## config.mk

```make
export PLATFORM = sky130hd
export DESIGN_NAME = static_route_table_unit_flat
export DESIGN_NICKNAME = d
export VERILOG_FILES = /design/src/hw/rtl/srt_pkg.sv /design/src/hw/rtl/srt_cmd_if.sv /design/src/hw/rtl/srt_res_if.sv /design/src/hw/rtl/static_route_table_unit.sv /design/src/hw/rtl/srt_ram.sv /design/src/flat_wrapper.sv
export SDC_FILE = /design/constraint.sdc
export NUM_CORES = 2
export LEC_CHECK = 0
export BUFFER_PORTS_ARGS = -buffer_cell sky130_fd_sc_hd__buf_2
export CAP_MARGIN = 30
export CORE_AREA = 5 5 530 532
export CTS_BUF_LIST = sky130_fd_sc_hd__clkbuf_2
export CTS_CLUSTER_SIZE = 40
export DETAILED_ROUTE_END_ITERATION = 6
export DIE_AREA = 0 0 535 537
export GPL_TIMING_DRIVEN = 0
export HOLD_SLACK_MARGIN = 0.05
export PLACE_DENSITY = 0.71
export SLEW_MARGIN = 15
export SYNTH_ARGS = -nofsm -noshare
export SYNTH_HDL_FRONTEND = slang
export SYNTH_SLANG_ARGS = --single-unit
```

## constraint.sdc

```tcl
create_clock -name clk_i -period 19.3 [get_ports clk_i]
set_input_delay 3.86 -clock clk_i [delete_from_list [all_inputs] [get_ports clk_i]]
set_output_delay 3.86 -clock clk_i [all_outputs]
set_load 0.005 [all_outputs]
```

## src/hw/rtl/srt_pkg.sv

```systemverilog
`timescale 1ns / 1ps
// types and constants shared by the static route table unit
// no dependencies

package srt_pkg;

  // command codes on the command channel
  typedef enum logic [2:0] {
    CMD_ADD_STATIC = 3'd0,
    CMD_DEL_STATIC = 3'd1,
    CMD_ADD_BH     = 3'd2,
    CMD_DEL_BH     = 3'd3,
    CMD_CLEAR      = 3'd4,
    CMD_INTF_SCAN  = 3'd5
  } cmd_e;

  // action codes on the result channel
  typedef enum logic [2:0] {
    ACT_NONE   = 3'd0,
    ACT_ADD    = 3'd1,
    ACT_DEL    = 3'd2,
    ACT_ADD_BH = 3'd3,
    ACT_DEL_BH = 3'd4
  } action_e;

  // status codes on the final result item
  typedef enum logic [2:0] {
    ST_OK          = 3'd0,
    ST_BAD_ADDR    = 3'd1,
    ST_RIP_DIST    = 3'd2,
    ST_OSPF_DIST   = 3'd3,
    ST_FULL        = 3'd4,
    ST_METRIC_REPL = 3'd5,
    ST_GW_REPL     = 3'd6
  } status_e;

  // configuration register indexes
  localparam int unsigned CfgIdxW = 3;
  localparam int unsigned CfgDataW = 8;
  localparam logic [CfgIdxW-1:0] CFG_RIP_DIST   = 3'd0;
  localparam logic [CfgIdxW-1:0] CFG_OSPF_DIST  = 3'd1;
  localparam logic [CfgIdxW-1:0] CFG_REDIST_RIP = 3'd2;
  localparam logic [CfgIdxW-1:0] CFG_REDIST_OSPF = 3'd3;

  localparam logic [7:0] RIP_DIST_RST = 8'd120;
  localparam logic [7:0] OSPF_DIST_RST = 8'd110;

  // sequencer states, one-hot
  typedef enum logic [3:0] {
    S_IDLE = 4'b0001,
    S_SCAN = 4'b0010,
    S_PRE  = 4'b0100,
    S_LAST = 4'b1000
  } state_e;

  // one table entry as stored in memory
  typedef struct packed {
    logic        blackhole;
    logic [31:0] prefix;
    logic [31:0] mask;
    logic [31:0] gateway;
    logic [7:0]  metric;
  } entry_t;

  localparam int unsigned EntryW = $bits(entry_t);

  // one result item
  typedef struct packed {
    action_e     action;
    logic [31:0] prefix;
    logic [31:0] mask;
    logic [31:0] gateway;
    logic [7:0]  metric;
    logic [1:0]  redist;
    status_e     status;
    logic        last;
  } res_t;

endpackage

```

## src/hw/rtl/srt_cmd_if.sv

```systemverilog
`timescale 1ns / 1ps
// command channel of the static route table unit
// valid/ready handshake with the command payload, no dependencies

interface srt_cmd_if;
  logic        valid;
  logic        ready;
  logic [2:0]  command;
  logic [31:0] prefix;
  logic [31:0] prefix_mask;
  logic [31:0] gateway;
  logic [7:0]  metric;
  logic [31:0] intf_addr;
  logic [31:0] intf_netmask;

  modport source (
    output valid, command, prefix, prefix_mask, gateway, metric, intf_addr, intf_netmask,
    input  ready
  );
  modport sink (
    input  valid, command, prefix, prefix_mask, gateway, metric, intf_addr, intf_netmask,
    output ready
  );
endinterface

```

## src/hw/rtl/srt_res_if.sv

```systemverilog
`timescale 1ns / 1ps
// result channel of the static route table unit
// valid/ready handshake with the action item payload, no dependencies

interface srt_res_if;
  logic        valid;
  logic        ready;
  logic [2:0]  action;
  logic [31:0] route_prefix;
  logic [31:0] route_mask;
  logic [31:0] route_gateway;
  logic [7:0]  route_metric;
  logic [1:0]  redist_targets;
  logic [2:0]  status;
  logic        last;

  modport source (
    output valid, action, route_prefix, route_mask, route_gateway, route_metric,
           redist_targets, status, last,
    input  ready
  );
  modport sink (
    input  valid, action, route_prefix, route_mask, route_gateway, route_metric,
           redist_targets, status, last,
    output ready
  );
endinterface

```

## src/hw/rtl/static_route_table_unit.sv

```systemverilog
`timescale 1ns / 1ps
// static route table unit: command sequencer over one entry memory
// depends on srt_pkg, srt_cmd_if, srt_res_if and srt_ram
//
// Usage:
//   cmd_i takes one route command per transfer; res_o returns the action
//   items it causes, the final one with last set and the command's status.
//   cfg_we_i/cfg_idx_i/cfg_wdata_i write the distance and redistribution
//   registers; write them only while no command is in flight.
// Timing:
//   a rejected command (host bits, reserved metric, unknown code) skips the
//   sweep and goes straight to its final item. Any other command reads all
//   TABLE_DEPTH entries one per cycle while no scan item is stalled, and adds a
//   delete item ahead of the final one for a metric or gateway replacement.
//   The first result item is registered; a new command is taken once the
//   previous one has handed its final item to the output register.
// Reset:
//   all entries become free at once (per-entry valid flops), registers take
//   their reset values, no clearing pass. A stalled receiver freezes the
//   table sweep while an item waits to be taken.

module static_route_table_unit
  import srt_pkg::*;
#(
  parameter int unsigned TABLE_DEPTH = 32
) (
  input  logic                clk_i,
  input  logic                rst_ni,
  srt_cmd_if.sink             cmd_i,
  srt_res_if.source           res_o,
  input  logic                cfg_we_i,
  input  logic [CfgIdxW-1:0]  cfg_idx_i,
  input  logic [CfgDataW-1:0] cfg_wdata_i
);

  localparam int unsigned IdxW = (TABLE_DEPTH > 1) ? $clog2(TABLE_DEPTH) : 1;
  localparam int unsigned CntW = $clog2(TABLE_DEPTH + 1);
  localparam logic [CntW-1:0] CntEnd = CntW'(TABLE_DEPTH);

  // configuration registers
  logic [7:0] rip_dist_q, ospf_dist_q;
  logic       redist_rip_q, redist_ospf_q;
  logic [1:0] rd;

  always_ff @(posedge clk_i or negedge rst_ni) begin
    if (!rst_ni) begin
      rip_dist_q    <= RIP_DIST_RST;
      ospf_dist_q   <= OSPF_DIST_RST;
      redist_rip_q  <= 1'b0;
      redist_ospf_q <= 1'b0;
    end else if (cfg_we_i) begin
      case (cfg_idx_i)
        CFG_RIP_DIST:    rip_dist_q    <= cfg_wdata_i;
        CFG_OSPF_DIST:   ospf_dist_q   <= cfg_wdata_i;
        CFG_REDIST_RIP:  redist_rip_q  <= cfg_wdata_i[0];
        CFG_REDIST_OSPF: redist_ospf_q <= cfg_wdata_i[0];
        default: ;
      endcase
    end
  end

  assign rd = {redist_ospf_q, redist_rip_q};

  // sequencer and tracking state
  state_e         state_q, state_d;
  logic [CntW-1:0] rd_idx_q, rd_idx_d;
  logic           chk_vld_q, chk_vld_d;
  logic [IdxW-1:0] chk_idx_q, chk_idx_d;
  logic [TABLE_DEPTH-1:0] vld_q, vld_d;

  logic           exact_fnd_q, exact_fnd_d;
  logic [IdxW-1:0] exact_idx_q, exact_idx_d;
  logic [7:0]     exact_met_q, exact_met_d;
  logic           pfx_fnd_q, pfx_fnd_d;
  logic [IdxW-1:0] pfx_idx_q, pfx_idx_d;
  logic [31:0]    pfx_gw_q, pfx_gw_d;
  logic [7:0]     pfx_met_q, pfx_met_d;
  logic           free_fnd_q, free_fnd_d;
  logic [IdxW-1:0] free_idx_q, free_idx_d;
  logic           bh_fnd_q, bh_fnd_d;
  logic [IdxW-1:0] bh_idx_q, bh_idx_d;

  // latched command
  logic [2:0]  cmd_q;
  logic [31:0] prefix_q, mask_q, gw_q, ia_q, im_q;
  logic [7:0]  met_q;
  logic        rej_q, rej_d;
  status_e     rej_st_q, rej_st_d;

  // memory port
  logic            ram_we, ram_re;
  logic [IdxW-1:0] ram_waddr;
  entry_t          ram_wdata, ent;
  logic [EntryW-1:0] ram_rdata;

  // output register
  logic out_vld_q, out_load, out_free;
  res_t out_q, out_d;

  logic accept;
  logic chk_v, chk_static, chk_pm, chk_exact, chk_bh, chk_intf, emit_scan, stall;
  logic gw_repl;

  srt_ram #(
    .WIDTH (EntryW),
    .DEPTH (TABLE_DEPTH)
  ) u_ram (
    .clk_i   (clk_i),
    .we_i    (ram_we),
    .waddr_i (ram_waddr),
    .wdata_i (ram_wdata),
    .re_i    (ram_re),
    .raddr_i (rd_idx_q[IdxW-1:0]),
    .rdata_o (ram_rdata)
  );

  assign ent = entry_t'(ram_rdata);

  assign cmd_i.ready = (state_q == S_IDLE);
  assign accept = cmd_i.valid && cmd_i.ready;
  assign out_free = !out_vld_q || res_o.ready;

  // early rejects from the command fields and the distance registers
  always_comb begin
    rej_d    = 1'b0;
    rej_st_d = ST_OK;
    if ((cmd_i.command == CMD_ADD_STATIC || cmd_i.command == CMD_DEL_STATIC ||
         cmd_i.command == CMD_ADD_BH || cmd_i.command == CMD_DEL_BH) &&
        ((cmd_i.prefix & ~cmd_i.prefix_mask) != 32'd0)) begin
      rej_d    = 1'b1;
      rej_st_d = ST_BAD_ADDR;
    end else if (cmd_i.command == CMD_ADD_STATIC && cmd_i.metric == rip_dist_q) begin
      rej_d    = 1'b1;
      rej_st_d = ST_RIP_DIST;
    end else if (cmd_i.command == CMD_ADD_STATIC && cmd_i.metric == ospf_dist_q) begin
      rej_d    = 1'b1;
      rej_st_d = ST_OSPF_DIST;
    end else if (!(cmd_i.command == CMD_ADD_STATIC || cmd_i.command == CMD_DEL_STATIC ||
                   cmd_i.command == CMD_ADD_BH || cmd_i.command == CMD_DEL_BH ||
                   cmd_i.command == CMD_CLEAR || cmd_i.command == CMD_INTF_SCAN)) begin
      rej_d    = 1'b1;
      rej_st_d = ST_OK;
    end
  end

  // compare the entry held in the memory read register against the command
  assign chk_v      = vld_q[chk_idx_q];
  assign chk_static = chk_v && !ent.blackhole;
  assign chk_pm     = (ent.prefix == prefix_q) && (ent.mask == mask_q);
  assign chk_exact  = chk_static && chk_pm && (ent.gateway == gw_q);
  assign chk_bh     = chk_v && ent.blackhole && chk_pm;
  assign chk_intf   = chk_static && ((ia_q & im_q) == (ent.gateway & im_q));
  assign emit_scan  = chk_vld_q && ((cmd_q == CMD_CLEAR && chk_v) ||
                                    (cmd_q == CMD_INTF_SCAN && chk_intf));
  assign stall      = emit_scan && !out_free;
  assign gw_repl    = pfx_fnd_q && (pfx_met_q == met_q);

  // sequencer
  always_comb begin
    state_d     = state_q;
    rd_idx_d    = rd_idx_q;
    chk_vld_d   = chk_vld_q;
    chk_idx_d   = chk_idx_q;
    vld_d       = vld_q;
    exact_fnd_d = exact_fnd_q;
    exact_idx_d = exact_idx_q;
    exact_met_d = exact_met_q;
    pfx_fnd_d   = pfx_fnd_q;
    pfx_idx_d   = pfx_idx_q;
    pfx_gw_d    = pfx_gw_q;
    pfx_met_d   = pfx_met_q;
    free_fnd_d  = free_fnd_q;
    free_idx_d  = free_idx_q;
    bh_fnd_d    = bh_fnd_q;
    bh_idx_d    = bh_idx_q;
    ram_re      = 1'b0;
    ram_we      = 1'b0;
    ram_waddr   = '0;
    ram_wdata   = '0;
    out_load    = 1'b0;
    out_d       = '0;

    case (state_q)
      S_IDLE: begin
        if (accept) begin
          rd_idx_d    = '0;
          chk_vld_d   = 1'b0;
          exact_fnd_d = 1'b0;
          pfx_fnd_d   = 1'b0;
          free_fnd_d  = 1'b0;
          bh_fnd_d    = 1'b0;
          state_d     = rej_d ? S_LAST : S_SCAN;
        end
      end

      S_SCAN: begin
        if (!stall) begin
          // evaluate the entry in the check stage
          if (chk_vld_q) begin
            if (!chk_v && !free_fnd_q) begin
              free_fnd_d = 1'b1;
              free_idx_d = chk_idx_q;
            end
            if (chk_exact && !exact_fnd_q) begin
              exact_fnd_d = 1'b1;
              exact_idx_d = chk_idx_q;
              exact_met_d = ent.metric;
            end
            if (chk_static && chk_pm && !pfx_fnd_q) begin
              pfx_fnd_d = 1'b1;
              pfx_idx_d = chk_idx_q;
              pfx_gw_d  = ent.gateway;
              pfx_met_d = ent.metric;
            end
            if (chk_bh && !bh_fnd_q) begin
              bh_fnd_d = 1'b1;
              bh_idx_d = chk_idx_q;
            end
            if (emit_scan) begin
              out_load      = 1'b1;
              out_d.prefix  = ent.prefix;
              out_d.mask    = ent.mask;
              out_d.status  = ST_OK;
              out_d.last    = 1'b0;
              if (cmd_q == CMD_CLEAR) begin
                vld_d[chk_idx_q] = 1'b0;
                if (ent.blackhole) begin
                  out_d.action = ACT_DEL_BH;
                end else begin
                  out_d.action  = ACT_DEL;
                  out_d.gateway = ent.gateway;
                  out_d.metric  = ent.metric;
                  out_d.redist  = rd;
                end
              end else begin
                out_d.action  = ACT_ADD;
                out_d.gateway = ent.gateway;
                out_d.metric  = ent.metric;
              end
            end
          end
          // issue the next memory read
          if (rd_idx_q != CntEnd) begin
            ram_re    = 1'b1;
            chk_vld_d = 1'b1;
            chk_idx_d = rd_idx_q[IdxW-1:0];
            rd_idx_d  = rd_idx_q + 1'b1;
          end else begin
            chk_vld_d = 1'b0;
            if (!chk_vld_q) begin
              if (cmd_q == CMD_ADD_STATIC && (exact_fnd_q || gw_repl)) begin
                state_d = S_PRE;
              end else begin
                state_d = S_LAST;
              end
            end
          end
        end
      end

      // kernel delete ahead of a metric or gateway replacement
      S_PRE: begin
        if (out_free) begin
          out_load      = 1'b1;
          out_d.action  = ACT_DEL;
          out_d.prefix  = prefix_q;
          out_d.mask    = mask_q;
          out_d.gateway = exact_fnd_q ? gw_q : pfx_gw_q;
          out_d.metric  = exact_fnd_q ? exact_met_q : pfx_met_q;
          out_d.redist  = rd;
          out_d.status  = ST_OK;
          out_d.last    = 1'b0;
          state_d       = S_LAST;
        end
      end

      // final item and table update
      S_LAST: begin
        if (out_free) begin
          out_load   = 1'b1;
          out_d.last = 1'b1;
          state_d    = S_IDLE;
          if (rej_q) begin
            out_d.status = rej_st_q;
          end else begin
            case (cmd_q)
              CMD_ADD_STATIC: begin
                ram_wdata = '{blackhole: 1'b0, prefix: prefix_q, mask: mask_q,
                              gateway: gw_q, metric: met_q};
                if (exact_fnd_q || gw_repl || free_fnd_q) begin
                  out_d.action  = ACT_ADD;
                  out_d.prefix  = prefix_q;
                  out_d.mask    = mask_q;
                  out_d.gateway = gw_q;
                  out_d.metric  = met_q;
                  out_d.redist  = rd;
                  ram_we        = 1'b1;
                end
                if (exact_fnd_q) begin
                  out_d.status = ST_METRIC_REPL;
                  ram_waddr    = exact_idx_q;
                end else if (gw_repl) begin
                  out_d.status = ST_GW_REPL;
                  ram_waddr    = pfx_idx_q;
                end else if (free_fnd_q) begin
                  out_d.status      = ST_OK;
                  ram_waddr         = free_idx_q;
                  vld_d[free_idx_q] = 1'b1;
                end else begin
                  out_d.status = ST_FULL;
                end
              end
              CMD_DEL_STATIC: begin
                out_d.action  = ACT_DEL;
                out_d.prefix  = prefix_q;
                out_d.mask    = mask_q;
                out_d.gateway = gw_q;
                out_d.redist  = rd;
                if (exact_fnd_q) begin
                  vld_d[exact_idx_q] = 1'b0;
                end
              end
              CMD_ADD_BH: begin
                ram_wdata = '{blackhole: 1'b1, prefix: prefix_q, mask: mask_q,
                              gateway: 32'd0, metric: 8'd0};
                if (!bh_fnd_q) begin
                  if (free_fnd_q) begin
                    out_d.action      = ACT_ADD_BH;
                    out_d.prefix      = prefix_q;
                    out_d.mask        = mask_q;
                    ram_we            = 1'b1;
                    ram_waddr         = free_idx_q;
                    vld_d[free_idx_q] = 1'b1;
                  end else begin
                    out_d.status = ST_FULL;
                  end
                end
              end
              CMD_DEL_BH: begin
                if (bh_fnd_q) begin
                  out_d.action     = ACT_DEL_BH;
                  out_d.prefix     = prefix_q;
                  out_d.mask       = mask_q;
                  vld_d[bh_idx_q]  = 1'b0;
                end
              end
              default: ;
            endcase
          end
        end
      end

      default: state_d = S_IDLE;
    endcase
  end

  // control registers
  always_ff @(posedge clk_i or negedge rst_ni) begin
    if (!rst_ni) begin
      state_q     <= S_IDLE;
      rd_idx_q    <= '0;
      chk_vld_q   <= 1'b0;
      chk_idx_q   <= '0;
      vld_q       <= '0;
      exact_fnd_q <= 1'b0;
      pfx_fnd_q   <= 1'b0;
      free_fnd_q  <= 1'b0;
      bh_fnd_q    <= 1'b0;
      rej_q       <= 1'b0;
      out_vld_q   <= 1'b0;
    end else begin
      state_q     <= state_d;
      rd_idx_q    <= rd_idx_d;
      chk_vld_q   <= chk_vld_d;
      chk_idx_q   <= chk_idx_d;
      vld_q       <= vld_d;
      exact_fnd_q <= exact_fnd_d;
      pfx_fnd_q   <= pfx_fnd_d;
      free_fnd_q  <= free_fnd_d;
      bh_fnd_q    <= bh_fnd_d;
      if (accept) begin
        rej_q <= rej_d;
      end
      if (out_load) begin
        out_vld_q <= 1'b1;
      end else if (res_o.ready) begin
        out_vld_q <= 1'b0;
      end
    end
  end

  // payload registers
  always_ff @(posedge clk_i) begin
    exact_idx_q <= exact_idx_d;
    exact_met_q <= exact_met_d;
    pfx_idx_q   <= pfx_idx_d;
    pfx_gw_q    <= pfx_gw_d;
    pfx_met_q   <= pfx_met_d;
    free_idx_q  <= free_idx_d;
    bh_idx_q    <= bh_idx_d;
    if (accept) begin
      cmd_q    <= cmd_i.command;
      prefix_q <= cmd_i.prefix;
      mask_q   <= cmd_i.prefix_mask;
      gw_q     <= cmd_i.gateway;
      met_q    <= cmd_i.metric;
      ia_q     <= cmd_i.intf_addr;
      im_q     <= cmd_i.intf_netmask;
      rej_st_q <= rej_st_d;
    end
    if (out_load) begin
      out_q <= out_d;
    end
  end

  // result channel
  assign res_o.valid          = out_vld_q;
  assign res_o.action         = out_q.action;
  assign res_o.route_prefix   = out_q.prefix;
  assign res_o.route_mask     = out_q.mask;
  assign res_o.route_gateway  = out_q.gateway;
  assign res_o.route_metric   = out_q.metric;
  assign res_o.redist_targets = out_q.redist;
  assign res_o.status         = out_q.status;
  assign res_o.last           = out_q.last;

endmodule

```

## src/hw/rtl/srt_ram.sv

```systemverilog
`timescale 1ns / 1ps
// generic single-write, single-read memory with registered read data
// no dependencies

module srt_ram #(
  parameter int unsigned WIDTH = 8,
  parameter int unsigned DEPTH = 32
) (
  input  logic                                         clk_i,
  input  logic                                         we_i,
  input  logic [((DEPTH > 1) ? $clog2(DEPTH) : 1)-1:0] waddr_i,
  input  logic [WIDTH-1:0]                             wdata_i,
  input  logic                                         re_i,
  input  logic [((DEPTH > 1) ? $clog2(DEPTH) : 1)-1:0] raddr_i,
  output logic [WIDTH-1:0]                             rdata_o
);

  logic [WIDTH-1:0] mem_q [DEPTH];
  logic [WIDTH-1:0] rdata_q;

  // write port
  always_ff @(posedge clk_i) begin
    if (we_i) begin
      mem_q[waddr_i] <= wdata_i;
    end
  end

  // registered read port, holds data while not enabled
  always_ff @(posedge clk_i) begin
    if (re_i) begin
      rdata_q <= mem_q[raddr_i];
    end
  end

  assign rdata_o = rdata_q;

endmodule
```

## src/flat_wrapper.sv

```systemverilog
// flat-port wrapper written by rule: the top's interface ports become plain ports
module static_route_table_unit_flat import srt_pkg::*;
#(
  parameter int unsigned TABLE_DEPTH = 32
)
  (clk_i, rst_ni, cfg_we_i, cfg_idx_i, cfg_wdata_i, cmd_i_valid, cmd_i_command, cmd_i_prefix, cmd_i_prefix_mask, cmd_i_gateway, cmd_i_metric, cmd_i_intf_addr, cmd_i_intf_netmask, cmd_i_ready, res_o_valid, res_o_action, res_o_route_prefix, res_o_route_mask, res_o_route_gateway, res_o_route_metric, res_o_redist_targets, res_o_status, res_o_last, res_o_ready);
  srt_cmd_if cmd_i_i ();
  srt_res_if res_o_i ();
  input  logic clk_i;
  input  logic rst_ni;
  input  logic cfg_we_i;
  input  logic [CfgIdxW-1:0] cfg_idx_i;
  input  logic [CfgDataW-1:0] cfg_wdata_i;
  input wire logic [$bits(cmd_i_i.valid)-1:0] cmd_i_valid;
  input wire logic [$bits(cmd_i_i.command)-1:0] cmd_i_command;
  input wire logic [$bits(cmd_i_i.prefix)-1:0] cmd_i_prefix;
  input wire logic [$bits(cmd_i_i.prefix_mask)-1:0] cmd_i_prefix_mask;
  input wire logic [$bits(cmd_i_i.gateway)-1:0] cmd_i_gateway;
  input wire logic [$bits(cmd_i_i.metric)-1:0] cmd_i_metric;
  input wire logic [$bits(cmd_i_i.intf_addr)-1:0] cmd_i_intf_addr;
  input wire logic [$bits(cmd_i_i.intf_netmask)-1:0] cmd_i_intf_netmask;
  output wire logic [$bits(cmd_i_i.ready)-1:0] cmd_i_ready;
  output wire logic [$bits(res_o_i.valid)-1:0] res_o_valid;
  output wire logic [$bits(res_o_i.action)-1:0] res_o_action;
  output wire logic [$bits(res_o_i.route_prefix)-1:0] res_o_route_prefix;
  output wire logic [$bits(res_o_i.route_mask)-1:0] res_o_route_mask;
  output wire logic [$bits(res_o_i.route_gateway)-1:0] res_o_route_gateway;
  output wire logic [$bits(res_o_i.route_metric)-1:0] res_o_route_metric;
  output wire logic [$bits(res_o_i.redist_targets)-1:0] res_o_redist_targets;
  output wire logic [$bits(res_o_i.status)-1:0] res_o_status;
  output wire logic [$bits(res_o_i.last)-1:0] res_o_last;
  input wire logic [$bits(res_o_i.ready)-1:0] res_o_ready;
  assign cmd_i_i.valid = cmd_i_valid;
  assign cmd_i_i.command = cmd_i_command;
  assign cmd_i_i.prefix = cmd_i_prefix;
  assign cmd_i_i.prefix_mask = cmd_i_prefix_mask;
  assign cmd_i_i.gateway = cmd_i_gateway;
  assign cmd_i_i.metric = cmd_i_metric;
  assign cmd_i_i.intf_addr = cmd_i_intf_addr;
  assign cmd_i_i.intf_netmask = cmd_i_intf_netmask;
  assign cmd_i_ready = cmd_i_i.ready;
  assign res_o_valid = res_o_i.valid;
  assign res_o_action = res_o_i.action;
  assign res_o_route_prefix = res_o_i.route_prefix;
  assign res_o_route_mask = res_o_i.route_mask;
  assign res_o_route_gateway = res_o_i.route_gateway;
  assign res_o_route_metric = res_o_i.route_metric;
  assign res_o_redist_targets = res_o_i.redist_targets;
  assign res_o_status = res_o_i.status;
  assign res_o_last = res_o_i.last;
  assign res_o_i.ready = res_o_ready;
  static_route_table_unit #(.TABLE_DEPTH(TABLE_DEPTH)) u_core (.clk_i(clk_i), .rst_ni(rst_ni), .cmd_i(cmd_i_i), .res_o(res_o_i), .cfg_we_i(cfg_we_i), .cfg_idx_i(cfg_idx_i), .cfg_wdata_i(cfg_wdata_i));
endmodule
```

==> qor.tcl <==
set qor(finalHoldWorstSlack_ns) 0.4536
set qor(power.static_leakage_nw) 62.46
set qor(clock_skew_ns) 0.2496
set qor(maxSlewViolCount) 0
set qor(worst_slew_margin_rel) 0.2801
set qor(crit_arrival_ns) 8.37
set qor(mostFrequentLayoutCell) {sky130_fd_sc_hd__edfxtp_1}
set qor(worst_ir_drop_vdd_mv) 0.06347
set qor(cts.htree.levels) 6
set qor(synth-edff-count) 3819
set qor(post_cts.resized_instances) 0
set qor(p_sw_frac) 0.2815
set qor(post-route-period-util) 0.3526
set qor(design.final.nets) 8581
set qor(chipHeight_um) 537
set qor(clock_power_share) 0.297
set qor(report.final.setup_viol) 0
set qor(syn-cell-area_mm2) 0.1505
set qor(antenna_violations_before_repair) 33
set qor(worst_pin_slew_ns) 1.069
set qor(finalWirelength_mm) 431.8
set qor(number_of_buffer_cells_added_on_primary_ports) 301
set qor(area.growth.synth_to_final_pct) 14.80
set qor(boundaryPins) 302
set qor(critPathLaunchType) {input port}
set qor(power.internal_mw) 12.51
set qor(timing.critical_path.from) {res_o_ready}
set qor(tritoncts_num_sinks) 3891
set qor(ys_warn_count) 0
set qor(tritoncts) {built}
set qor(via_count) 81993
set qor(yosys.cell_types.count) 71
set qor(timing.critical_path.cells) {buf_2 > nand2b_1 > and3_1 > clkbuf_1 > o21ai_0 > a21o_1 > a211oi_1 > nand3b_1 > nor2_4 > buf_12 > buf_12 > buf_12 > buf_16 > buf_16}
set qor(filler_cell_count) 18737
set qor(largest_register_ff_count) 3360
set qor(sequentialPowerShare) 0.548
set qor(largest_net_degree_at_the_start_of_global_routing) 107
set qor(rows) 193
set qor(cts_root_buf) {sky130_fd_sc_hd__clkbuf_2}
set qor(vias_per_cell) 6.424
set qor(initial_core_util) 0.5461
set qor(global_route_wire_length_before_repair_mm) 600.4
set qor(number_of_flip_flops_and_latches_in_the_synthesized_netlist) 3891
set qor(critical-path-max-stage-delay_ns) 0.83
set qor(drt-pass1-iter-count) 7
set qor(worstSetupPathType) {in2reg}
set qor(worst_r2r_startpoint) {u_core.state_q[2]}
set qor(synth_nets) 6964
set qor(globalRouteTotalUtil) 0.2976
set qor(ant_nets) 0
set qor(fin_setup_tns_ns) 0
set qor(clock_path_buffers) 4
set qor(synth-seq-area-share) 0.7742
set qor(tritoncts.num_buffers) 898
set qor(clock_insertion_delay_worst_skew_ns) 1.96
set qor(crit_path_frequent_cell) {sky130_fd_sc_hd__buf_12}
set qor(failed_checks) {design-rule violations}
set qor(design.core.area_mm2) 0.2755
set qor(crit_family) {simple AND/OR/NAND/NOR gates}
set qor(powerDensity_mw_per_mm2) 100.8
set qor(grt_setup_unrepaired) {false}
set qor(layout_cells_sized_above_1) 0.3739
set qor(grt.met3_usage) 0.09691
set qor(hold_start) {u_core.u_ram.rdata_o[3]}
set qor(period_needed_ns) 6.804
set qor(largest_register) {u_core.u_ram.mem_q}
set qor(detailedRoute.firstIterationViolations) 11950
set qor(ys_top_cells_by_area) {sky130_fd_sc_hd__edfxtp_1 (76%), sky130_fd_sc_hd__mux4_2 (14%), sky130_fd_sc_hd__mux2_2 (1.0%)}
set qor(dp.final_hpwl_mm) 295.6
set qor(share_comb_of_total_power) 0.155
set qor(die_x_um) 535
set qor(cp-end-kind) {register}
set qor(grt.met2_usage) 0.4568
set qor(synth_top_cell_area_share) 0.7621
set qor(postSynth.topFlopCell) {sky130_fd_sc_hd__edfxtp_1}
set qor(cts_post_setup_buffers_inserted) 0
set qor(clkTransAtPathRegs_ns) 0.11
set qor(final_hold_viol_count) 0
set qor(hold_class) {reg2reg}
set qor(outcome) {finished with violations}
set qor(gr-max-usage-layer) {met2}
set qor(synth-async-reset-ratio) 0.01850
set qor(timing.critical_path.fanout_max) 16
set qor(drc) 3
set qor(synth_area_leader_cell) {sky130_fd_sc_hd__edfxtp_1}
set qor(max_cap_violations) 0
set qor(synth_area_per_cell_um2) 22.21
set qor(cts.hold.buffers_added) 0
set qor(total_switching_power_mw) 4.902
set qor(synth_cells) 6775
set qor(max_freq_ghz) 0.1470
set qor(grt_overflow) 0
set qor(wl_per_cell_um) 33.83
set qor(globalRouteMet1Util) 0.4048
set qor(via_count_of_the_first_global_routing_pass) 81951
set qor(place.gp.congestion) 0.9511
set qor(critPathRequiredTime_ns) 20.86
set qor(design.die.area_mm2) 0.2873
set qor(cp_slowest_cell) {sky130_fd_sc_hd__nor2_4}
set qor(critical_path.n_buffers_inverters) 7
set qor(layout_common_cells) {sky130_fd_sc_hd__edfxtp_1 (3819), sky130_fd_sc_hd__clkbuf_2 (1304), sky130_fd_sc_hd__mux4_2 (943)}
## power by group through the flow
stage	Clock, mW	Combinational, mW	Sequential, mW
floorplan	0	1.67	9.66
global placement	0	2.50	9.78
detailed placement	0	2.69	9.72
CTS	5.26	2.69	9.53
global route	5.72	2.83	9.54
finish	5.18	2.69	9.54
## worst reg2reg max path: cells and delay by family, from the launching register on
kind / cells / cell delay (ns)
flip-flops: 1 / 0.49
buffers and inverters: 6 / 1.62
AND/OR/NAND/NOR: 4 / 2.30
AO/OA/AOI/OAI: 3 / 0.77
## cells by family after synthesis
kind of cell | after synthesis | synth area share
compound gates | 572 | 0.02567
xor+xnor | 153 | 0.008905
fa+ha+maj | 2 | 0.0001663
buf+inv | 403 | 0.01098
flops | 3891 | 0.7742
mux | 1233 | 0.1617
simple gates | 521 | 0.01843
## area by class of cell
class	instances	area (µm²)	share of cell area
tap	3705	4636	0.02684
antenna	18	45.04	0.0002608
clock buffer	1273	6371	0.03688
multi-input combinational	2481	32630	0.1889
sequential	3891	116500	0.6744
inverter	48	195.2	0.001130
clock inverter	276	1598	0.009250
timing repair buffer	717	9238	0.05348
buffer	355	1530	0.008859
## cells in the mapped netlist, types with 12 or more instances
cell type / n
sky130_fd_sc_hd__nand3b_1: 18
sky130_fd_sc_hd__nand2_1: 130
sky130_fd_sc_hd__buf_1: 88
sky130_fd_sc_hd__and2_1: 68
sky130_fd_sc_hd__edfxtp_1: 3819
sky130_fd_sc_hd__nor2_1: 93
sky130_fd_sc_hd__o21ai_0: 97
sky130_fd_sc_hd__nor4_1: 36
sky130_fd_sc_hd__inv_1: 48
sky130_fd_sc_hd__or3_1: 14
sky130_fd_sc_hd__nand3_1: 22
sky130_fd_sc_hd__nand4_1: 12
sky130_fd_sc_hd__a21oi_1: 102
sky130_fd_sc_hd__mux2_2: 140
sky130_fd_sc_hd__clkbuf_1: 202
sky130_fd_sc_hd__a21o_1: 14
sky130_fd_sc_hd__a22o_1: 80
sky130_fd_sc_hd__buf_2: 49
sky130_fd_sc_hd__mux2i_1: 149
sky130_fd_sc_hd__o21ai_2: 31
sky130_fd_sc_hd__nand2b_1: 14
sky130_fd_sc_hd__a22oi_1: 46
sky130_fd_sc_hd__mux4_2: 943
sky130_fd_sc_hd__dfrtp_1: 62
sky130_fd_sc_hd__nor3_1: 19
sky130_fd_sc_hd__o221ai_1: 33
sky130_fd_sc_hd__and3_1: 48
sky130_fd_sc_hd__xor2_1: 148
sky130_fd_sc_hd__nor2b_1: 24
sky130_fd_sc_hd__o22ai_1: 111
## stage by stage
step / setup slack, ns / utilization / cells / instance area, µm² / power, mW
after floorplan: 6.566 / - / 6775 / 150500 / 11.33
after global placement: 0.1831 / 0.5684 / 10781 / 156600 / 12.28
after detailed placement: 10.79 / 0.5942 / 11127 / 163700 / 12.41
after CTS: 12.39 / 0.6231 / 12676 / 171700 / 17.49
after global routing: 12.43 / 0.6268 / 12748 / 172700 / 18.09
final: 12.50 / 0.6269 / 12764 / 172700 / 17.41
## per-layer routing
layer  vias to the layer above  share of wire
met5                         -        0.00044
met4                        28          0.039
met3                       880           0.14
met2                      6337           0.46
met1                     42324           0.36
li1                      32424              -
## path summary, 6_finish.rpt
check,cells after the start,endpoint,slack (ns)
hold reg to reg,0,u_core.exact_met_q[3],0.45
min in group asynchronous,1,u_core.ospf_dist_q[7],1.99
setup / recovery,14,u_core.u_ram.mem_q[17][85],12.50
max in group asynchronous,2,u_core.vld_q[2],16.65
setup reg to reg,13,u_core.u_ram.mem_q[17][85],13.83
hold / removal,0,u_core.exact_met_q[3],0.45
Power figures use the tool's default switching activity.
